--- config.mk ---
export PLATFORM = sky130hd
export DESIGN_NAME = variable_partition_allocator
export DESIGN_NICKNAME = d
export VERILOG_FILES = /design/src/vpa_pkg.sv /design/src/variable_partition_allocator.sv
export SDC_FILE = /design/constraint.sdc
export NUM_CORES = 2
export LEC_CHECK = 0
export BUFFER_PORTS_ARGS = -buffer_cell sky130_fd_sc_hd__buf_2
export CELL_PAD_IN_SITES_DETAIL_PLACEMENT = 0
export CELL_PAD_IN_SITES_GLOBAL_PLACEMENT = 1
export CORE_ASPECT_RATIO = 0.9
export CORE_UTILIZATION = 30
export CTS_CLUSTER_DIAMETER = 40
export DETAILED_ROUTE_END_ITERATION = 16
export MAX_ROUTING_LAYER = met4
export PLACE_DENSITY_LB_ADDON = 0.1
export SLEW_MARGIN = 20
export SYNTH_ARGS = -nofsm -noshare
export SYNTH_HDL_FRONTEND = slang
export SYNTH_SLANG_ARGS = --single-unit
--- constraint.sdc ---
create_clock -name aclk -period 6.23 [get_ports aclk]
set_input_delay 0.623 -clock aclk [delete_from_list [all_inputs] [get_ports aclk]]
set_output_delay 0.623 -clock aclk [all_outputs]
set_load 0.03 [all_outputs]
--- src/vpa_pkg.sv ---
// vpa_pkg: types and constants of the variable partition allocator
// no dependencies

package vpa_pkg;

    localparam logic [1:0] POLICY_WORST = 2'd0;
    localparam logic [1:0] POLICY_BEST  = 2'd1;
    localparam logic [1:0] POLICY_FIRST = 2'd2;

    localparam logic [1:0] ST_OK      = 2'd0;
    localparam logic [1:0] ST_NOSPACE = 2'd1;
    localparam logic [1:0] ST_BADID   = 2'd2;
    localparam logic [1:0] ST_FULL    = 2'd3;

    localparam logic REQ_ALLOC = 1'b0;
    localparam logic REQ_FREE  = 1'b1;

    localparam logic [1:0] CFG_FIT_POLICY = 2'd0;
    localparam logic [1:0] CFG_MIN_SPLIT  = 2'd1;

    localparam logic [1:0]  FIT_POLICY_RESET = POLICY_FIRST;
    localparam logic [15:0] MIN_SPLIT_RESET  = 16'd16;

    // result item
    typedef struct packed {
        logic [15:0] granted_len;
        logic [15:0] granted_addr;
        logic [7:0]  granted_id;
        logic [1:0]  status;
    } result_t;

endpackage

--- src/variable_partition_allocator.sv ---
// variable_partition_allocator: top level, hole and held tables in synchronous memories
// depends on vpa_pkg
//
//  channel  | ports            | contents
//  s_axis   | s_tvalid/tready  | tuser: req_type; tdata: req_size[15:0], block_id[23:16]
//  m_axis   | m_tvalid/tready  | tuser: status; tdata: id[7:0], addr[23:8], len[39:24]
//  cfg      | cfg_we/idx/wdata | 0 fit_policy, 1 min_split
//
// One request at a time. An allocate walks the hole memory, then the held memory, and
// writes back on success; a free walks the held memory, then the hole memory if the id
// is held, and writes back on success. The result sits in an output register; s_tready
// stays low until it is taken. Reset is synchronous; hole entry 0 is loaded during
// reset and valid flip-flops mark live entries, so no clearing pass.

module variable_partition_allocator
    import vpa_pkg::*;
#(
    parameter int HOLE_SLOTS = 16,
    parameter int HELD_SLOTS = 16,
    parameter int MEM_SIZE   = 32768,
    parameter int BASE_ADDR  = 0
) (
    input  logic        aclk,
    input  logic        aresetn,
    input  logic        s_tvalid,
    output logic        s_tready,
    input  logic        s_tuser,   // req_type
    input  logic [23:0] s_tdata,   // req_size, block_id
    output logic        m_tvalid,
    input  logic        m_tready,
    output logic [1:0]  m_tuser,   // status
    output logic [39:0] m_tdata,   // granted_id, granted_addr, granted_len
    input  logic        cfg_we,
    input  logic [1:0]  cfg_idx,
    input  logic [15:0] cfg_wdata
);

    localparam int HW = (HOLE_SLOTS > 1) ? $clog2(HOLE_SLOTS) : 1;
    localparam int DW = (HELD_SLOTS > 1) ? $clog2(HELD_SLOTS) : 1;

    typedef enum logic [8:0] {
        S_IDLE   = 9'b000000001,
        S_HSCAN  = 9'b000000010,
        S_DSCAN  = 9'b000000100,
        S_AWB    = 9'b000001000,
        S_FDSCAN = 9'b000010000,
        S_FHSCAN = 9'b000100000,
        S_FWB1   = 9'b001000000,
        S_FWB2   = 9'b010000000,
        S_OUT    = 9'b100000000
    } state_t;

    state_t state_reg, state_next;

    // configuration
    logic [1:0]  fit_reg;
    logic [15:0] split_reg;
    always_ff @(posedge aclk) begin
        if (!aresetn) begin
            fit_reg   <= FIT_POLICY_RESET;
            split_reg <= MIN_SPLIT_RESET;
        end else if (cfg_we) begin
            if (cfg_idx == CFG_FIT_POLICY) fit_reg <= cfg_wdata[1:0];
            if (cfg_idx == CFG_MIN_SPLIT) split_reg <= cfg_wdata;
        end
    end

    // memories and valid bits
    logic [31:0] hole_mem [HOLE_SLOTS];   // {len, start}
    logic [39:0] held_mem [HELD_SLOTS];   // {id, len, start}
    logic [HOLE_SLOTS-1:0] hole_v_reg;
    logic [HELD_SLOTS-1:0] held_v_reg;

    logic          hwe;
    logic [HW-1:0] hwa, hra;
    logic [31:0]   hwd, hrd_reg;
    logic          dwe;
    logic [DW-1:0] dwa, dra;
    logic [39:0]   dwd, drd_reg;

    // entry 0 of the hole table is preset on reset
    logic init_reg;
    always_ff @(posedge aclk) begin
        if (!aresetn) init_reg <= 1'b1;
        else init_reg <= 1'b0;
    end
    logic [31:0] hole0;
    assign hole0 = {16'(MEM_SIZE), 16'(BASE_ADDR)};

    always_ff @(posedge aclk) begin
        if (init_reg) hole_mem[0] <= hole0;
        else if (hwe) hole_mem[hwa] <= hwd;
        hrd_reg <= hole_mem[hra];
    end
    always_ff @(posedge aclk) begin
        if (dwe) held_mem[dwa] <= dwd;
        drd_reg <= held_mem[dra];
    end

    // request and scan registers
    logic          type_reg;
    logic [15:0]   size_reg;
    logic [7:0]    id_reg;
    logic [HW:0]   hcnt_reg;   // read address counter
    logic [DW:0]   dcnt_reg;
    logic [HW-1:0] hidx_reg;   // index of data in hrd_reg
    logic [DW-1:0] didx_reg;
    logic          hrv_reg, drv_reg;
    // allocate pick
    logic          found_reg;
    logic [HW-1:0] pick_reg;
    logic [15:0]   pstart_reg, plen_reg;
    logic [8:0]    top_reg;
    logic          slot_ok_reg;
    logic [DW-1:0] slot_reg;
    // free search
    logic          hit_reg;
    logic [DW-1:0] k_reg;
    logic [15:0]   fs_reg, fl_reg;
    logic          hp_reg, hn_reg, spok_reg;
    logic [HW-1:0] prev_reg, next_reg, spare_reg;
    logic [15:0]   plen2_reg, nlen_reg;
    logic [15:0]   hpstart_reg;
    result_t       res_reg;

    logic [15:0] hs, hl, ds, dl;
    logic [7:0]  did;
    logic        hv, dv, better;
    logic [16:0] fe;

    assign hs  = hrd_reg[15:0];
    assign hl  = hrd_reg[31:16];
    assign hv  = hrv_reg & hole_v_reg[hidx_reg];
    assign ds  = drd_reg[15:0];
    assign dl  = drd_reg[31:16];
    assign did = drd_reg[39:32];
    assign dv  = drv_reg & held_v_reg[didx_reg];
    assign fe  = {1'b0, fs_reg} + {1'b0, fl_reg};

    // candidate comparison for the fit policy
    always_comb begin
        priority if (fit_reg == POLICY_WORST && hl != plen_reg) better = hl > plen_reg;
        else if (fit_reg == POLICY_BEST && hl != plen_reg) better = hl < plen_reg;
        else better = hs < pstart_reg;
    end

    logic [16:0] rem;
    assign rem = {1'b0, plen_reg} - {1'b0, size_reg};

    assign s_tready = (state_reg == S_IDLE);
    assign m_tvalid = (state_reg == S_OUT);
    assign m_tuser  = res_reg.status;
    assign m_tdata  = {res_reg.granted_len, res_reg.granted_addr, res_reg.granted_id};

    logic hdone, ddone;
    assign hdone = (hcnt_reg == (HW+1)'(HOLE_SLOTS));
    assign ddone = (dcnt_reg == (DW+1)'(HELD_SLOTS));

    // memory port control and next-state logic
    always_comb begin
        hra = hcnt_reg[HW-1:0];
        dra = dcnt_reg[DW-1:0];
        hwe = 1'b0; hwa = pick_reg; hwd = '0;
        dwe = 1'b0; dwa = slot_reg; dwd = '0;
        state_next = state_reg;
        unique case (state_reg)
            S_IDLE: if (s_tvalid)
                state_next = (s_tuser == REQ_ALLOC) ? S_HSCAN : S_FDSCAN;
            S_HSCAN: if (hdone && !hrv_reg)
                state_next = S_DSCAN;
            S_DSCAN: if (ddone && !drv_reg) begin
                if (!found_reg || !slot_ok_reg || top_reg >= 9'd255) state_next = S_OUT;
                else state_next = S_AWB;
            end
            S_AWB: begin
                hwe = 1'b1;
                hwd = {rem[15:0], 16'(pstart_reg + size_reg)};
                dwe = 1'b1;
                dwd = {8'(top_reg + 9'd1),
                       (rem < {1'b0, split_reg}) ? plen_reg : size_reg, pstart_reg};
                state_next = S_OUT;
            end
            S_FDSCAN: if (ddone && !drv_reg)
                state_next = hit_reg ? S_FHSCAN : S_OUT;
            S_FHSCAN: if (hdone && !hrv_reg) begin
                if (!hp_reg && !hn_reg && !spok_reg) state_next = S_OUT;
                else state_next = S_FWB1;
            end
            S_FWB1: begin
                hwe = 1'b1;
                if (hp_reg) begin
                    hwa = prev_reg;
                    hwd = {16'(plen2_reg + fl_reg + (hn_reg ? nlen_reg : 16'd0)),
                           hpstart_reg};
                end else if (hn_reg) begin
                    hwa = next_reg;
                    hwd = {16'(nlen_reg + fl_reg), fs_reg};
                end else begin
                    hwa = spare_reg;
                    hwd = {fl_reg, fs_reg};
                end
                state_next = S_OUT;
            end
            S_FWB2: state_next = S_OUT;
            S_OUT: if (m_tready) state_next = S_IDLE;
            default: state_next = S_IDLE;
        endcase
    end

    // datapath registers
    always_ff @(posedge aclk) begin
        if (!aresetn) begin
            state_reg  <= S_IDLE;
            hole_v_reg <= HOLE_SLOTS'(1);
            held_v_reg <= '0;
            hrv_reg    <= 1'b0;
            drv_reg    <= 1'b0;
        end else begin
            state_reg <= state_next;
            hrv_reg   <= 1'b0;
            drv_reg   <= 1'b0;
            hidx_reg  <= hcnt_reg[HW-1:0];
            didx_reg  <= dcnt_reg[DW-1:0];
            unique case (state_reg)
                S_IDLE: begin
                    type_reg <= s_tuser;
                    size_reg <= s_tdata[15:0];
                    id_reg   <= s_tdata[23:16];
                    hcnt_reg <= '0; dcnt_reg <= '0;
                    found_reg <= 1'b0; slot_ok_reg <= 1'b0; top_reg <= '0;
                    hit_reg <= 1'b0; hp_reg <= 1'b0; hn_reg <= 1'b0; spok_reg <= 1'b0;
                    pick_reg <= '0; slot_reg <= '0;
                end
                S_HSCAN: begin
                    if (!hdone) begin
                        hcnt_reg <= hcnt_reg + 1'b1;
                        hrv_reg  <= 1'b1;
                    end
                    if (hv && hl > size_reg && (!found_reg || better)) begin
                        found_reg  <= 1'b1;
                        pick_reg   <= hidx_reg;
                        pstart_reg <= hs;
                        plen_reg   <= hl;
                    end
                end
                S_DSCAN, S_FDSCAN: begin
                    if (!ddone) begin
                        dcnt_reg <= dcnt_reg + 1'b1;
                        drv_reg  <= 1'b1;
                    end
                    if (drv_reg) begin
                        if (held_v_reg[didx_reg]) begin
                            if ({1'b0, did} > top_reg) top_reg <= {1'b0, did};
                        end else if (!slot_ok_reg) begin
                            slot_ok_reg <= 1'b1;
                            slot_reg    <= didx_reg;
                        end
                        if (dv && did == id_reg && id_reg != 8'd0 && !hit_reg) begin
                            hit_reg <= 1'b1;
                            k_reg   <= didx_reg;
                            fs_reg  <= ds;
                            fl_reg  <= dl;
                        end
                    end
                end
                S_AWB: begin
                    held_v_reg[slot_reg] <= 1'b1;
                    if (rem < {1'b0, split_reg}) hole_v_reg[pick_reg] <= 1'b0;
                end
                S_FHSCAN: begin
                    if (!hdone) begin
                        hcnt_reg <= hcnt_reg + 1'b1;
                        hrv_reg  <= 1'b1;
                    end
                    if (hrv_reg) begin
                        if (!hole_v_reg[hidx_reg]) begin
                            if (!spok_reg) begin
                                spok_reg <= 1'b1; spare_reg <= hidx_reg;
                            end
                        end else if (!hp_reg && 17'(hs) + 17'(hl) == 17'(fs_reg)) begin
                            hp_reg <= 1'b1; prev_reg <= hidx_reg;
                            plen2_reg <= hl; hpstart_reg <= hs;
                        end else if (!hn_reg && 17'(hs) == fe) begin
                            hn_reg <= 1'b1; next_reg <= hidx_reg; nlen_reg <= hl;
                        end
                    end
                end
                S_FWB1: begin
                    held_v_reg[k_reg] <= 1'b0;
                    if (hp_reg && hn_reg) hole_v_reg[next_reg] <= 1'b0;
                    else if (!hp_reg && !hn_reg) hole_v_reg[spare_reg] <= 1'b1;
                end
                default: ;
            endcase
        end
    end

    // result register
    always_ff @(posedge aclk) begin
        if (state_next == S_OUT && state_reg != S_OUT) begin
            res_reg <= '0;
            if (type_reg == REQ_ALLOC) begin
                if (!found_reg) res_reg.status <= ST_NOSPACE;
                else if (!slot_ok_reg || top_reg >= 9'd255) res_reg.status <= ST_FULL;
                else begin
                    res_reg.status       <= ST_OK;
                    res_reg.granted_id   <= 8'(top_reg + 9'd1);
                    res_reg.granted_addr <= pstart_reg;
                    res_reg.granted_len  <= (rem < {1'b0, split_reg}) ? plen_reg : size_reg;
                end
            end else begin
                if (!hit_reg) res_reg.status <= ST_BADID;
                else if (!hp_reg && !hn_reg && !spok_reg) res_reg.status <= ST_FULL;
                else begin
                    res_reg.status       <= ST_OK;
                    res_reg.granted_id   <= id_reg;
                    res_reg.granted_addr <= fs_reg;
                    res_reg.granted_len  <= fl_reg;
                end
            end
        end
    end

endmodule

==> results.yml <==
cts:
  clock-sinks: 1521
  tritoncts: "done"
  clock_path_buffers: 3
  cts_max_level: 4
  root_buffer: "clkbuf_16"
  cts_inserted_buffers: 240
  clk_pin_slew_ns: 0.05
  clk_latency_ns: 0.86
  cts_setup_buffers: 0
flow_run:
  max_cap_viol_count: 0
die:
  initial_core_util_pct: 30.3
  dieArea_um2: 216000
  die_width_um: 489
  num_io_pins: 92
  rows: 160
  die_h_um: 441
  core_area_um2: 212000
timing:
  setup-violations-final: 0
  slew_violations: 0
  period_share_pct: 93.1
  rsz0062_at_grt: "false"
  hold_viol_final: 0
  setup_tns_ns: 0
  fin_worst_skew_ns: 0.0962
  min_period_ns: 5.80
  slew_headroom_pct: 21.6
  holdWs_ns: 0.0557
  fmax_ghz: 0.172
  worst-slew-pin-transition_ns: 1.18
setup_path:
  crit_arrival_ns: 6.28
  critical_path_class: "flip-flop to flip-flop"
  r2r_slack_ns: 0.43
  crit-reg2reg-capture: "held_mem[1][20]"
  start_kind: "flip-flop"
  crit_required_ns: 6.72
  crit-reg2reg-launch: "size_reg[7]"
  cp-end-kind: "flip-flop"
  r2r_cells: 18
  crit_fanout: 16
  crit_end: "held_mem[1][20]"
  crit_start: "size_reg[7]"
routing:
  drt-total-wl_mm: 205
  detail_route.wl_per_cell_um: 29.1
  vias: 35500
  drc: 0
  first_iter_violations: 2952
  drtAntennaViolNets: 0
  via_per_inst: 5.03
  first_pass_iters: 7
logic_synthesis:
  async_flop_share_pct: 0
  synthDominantCellAreaShare_pct: 64.9
  synth-seq-area-share_pct: 69.1
  yosys_warnings: 0
  synth_ff_type: "edfxtp_1"
  synth.distinct_cells: 84
  avgSynthCellArea_um2: 17.5
  ys_ff_latch: 1521
  synth_edf_count: 1387
  yosysTopAreaCell: "edfxtp_1"
  synth_area_leaders: "edfxtp_1 65%, mux4_2 13%, dfxtp_1 4.2%, ha_1 3.3%, nor2_1 1.2%"
  synthesis.nets: 3909
  synth_cells: 3671
  synth_area_um2: 64100
status:
  outcome: "complete, no violations"
grt:
  grt_max_degree: 124
  grtUsageTotal_pct: 19.7
  grt_pass1_wl_mm: 289
  grt_antenna_before_repair: 26
  grt-ovfl-total: 0
  grt_pass1_vias: 36200
power_and_ir_drop:
  p_leak_nw: 24.0
  p_per_area_nw_per_um2: 331
  ir_drop_v: 0.000235
finish:
  final_cell_mix: "1387 x edfxtp_1, 369 x mux4_2, 241 x clkbuf_16"
  finalNetCount: 4234
  drive_gt1_share_pct: 25.4
  syn2layout_area_growth_pct: 20.9
  top_register: "held_mem"
  post_layout_nonfiller_instances: 7051
  n_fill_cell: 20000
  final_common_cell: "edfxtp_1"
  regArea_um2: 44300
  largest_register_ffs: 640
  reg.largest.list: "held_mem x640, hole_mem x512"
  multi_input_area_um2: 19200
place:
  numPortBuffers: 91
  dp.final_hpwl_mm: 128
  finalWeightedCongestion: 0.811
  dp.cells: 6566
worst_hold_path:
  hp-class: "primary input to flip-flop"
-- cells by family (layout without fill, tap and decap cells) --
logic type	count (synthesis)	in the layout	share of synthesized area [%]
fa+ha+maj	190	190	3.95
flops	1521	1521	69.1
other cells	1	6	0.00585
simple gates	675	675	5.11
xor+xnor	113	113	1.54
buf+inv	252	792	1.51
mux	432	432	13.9
compound gates	487	487	4.82
-- worst min-delay path by stage --
stage / startpoint / to / cells past startpoint
floorplan: drd_reg[16] / fl_reg[0] / 0
global placement: drd_reg[29] / fl_reg[13] / 0
detailed placement: drd_reg[29] / fl_reg[13] / 0
CTS: s_tdata[1] / size_reg[1] / 1
global route: s_tdata[1] / size_reg[1] / 1
finish: s_tdata[1] / size_reg[1] / 1
-- cells in the mapped netlist, drive strengths merged (7+ instances only) --
cell type     n
ha          169
a31oi        13
nand3        45
o31ai         8
nor2        211
nand2b       28
buf          37
clkbuf      113
and2         38
nor3         46
mux4        369
a211o         7
xor2         31
xnor2        82
o221ai        9
o22ai         8
nor2b        21
nor3b         8
and3         11
o21ai       133
mux2i        58
or3          13
nand4        29
o21bai       13
a21oi       126
a211oi       18
nand2       170
dfxtp       134
a21o         43
o21a         40
inv         101
nand3b       12
fa           21
edfxtp     1387
nor4         16
o211ai       13
-- critical path: stages (launching register included) --
cell and delay (ns):
edfxtp_1 0.40, inv_1 0.09, ha_1 0.35, a211oi_1 0.50
nand2_1 0.11, o211ai_1 0.31, a21oi_1 0.22, a211o_1 0.32
a21oi_1 0.17, xnor2_1 0.12, ha_1 0.31, nand2_1 0.07
nor4_1 0.36, o211ai_1 0.15, o21bai_1 0.32, a311o_1 0.17
buf_4 0.37, mux2i_1 0.26, nor2_1 0.83
-- final cells by class --
cell class	instances	area share (%)
diodes	5	0.0161
clock buffers	266	7.98
clock inverters	191	2.84
inverters	102	0.494
multi-input cells	1898	24.7
flip-flops and latches	1521	57.1
well taps	2835	4.57
repair buffers	233	2.21
-- through the flow --
| step | area, um^2 | setup WS [ns] | power (mW) | utilization (%) |
|---|---|---|---|---|
| floorplan | 64100 | 1.03 | 11.9 | - |
| global placement | 68900 | 0.560 | 12.2 | 32.5 |
| detailed placement | 68900 | 0.499 | 12.2 | 32.5 |
| CTS | 77500 | 0.414 | 26.0 | 36.6 |
| global route | 77600 | 0.00141 | 26.5 | 36.6 |
| finish | 77600 | 0.433 | 25.7 | 36.6 |
-- power by group --
| part | leakage, nW | internal [mW] | total, mW | switching (mW) |
|---|---|---|---|---|
| sequential | 12.3 | 11.1 | 11.1 | 0.0883 |
| clock | 4.02 | 8.45 | 13.7 | 5.22 |
| combinational | 7.67 | 0.337 | 0.861 | 0.524 |
-- layer usage --
| metal | global-route usage, % | wire [um] |
|---|---|---|
| met2 | 29.0 | 92200 |
| met5 | - | 0 |
| met4 | 4.31 | 3590 |
| met3 | 3.44 | 10100 |
| met1 | 28.3 | 99000 |
-- what timing repair did --
action | CTS | global route
resized for setup | 0 | 2
hold endpoints to repair | 23 | 0
endpoints found under the setup margin | 0 | 32
hold buffers | 23 | 0
No activity file was read; power rests on OpenSTA's default activity.
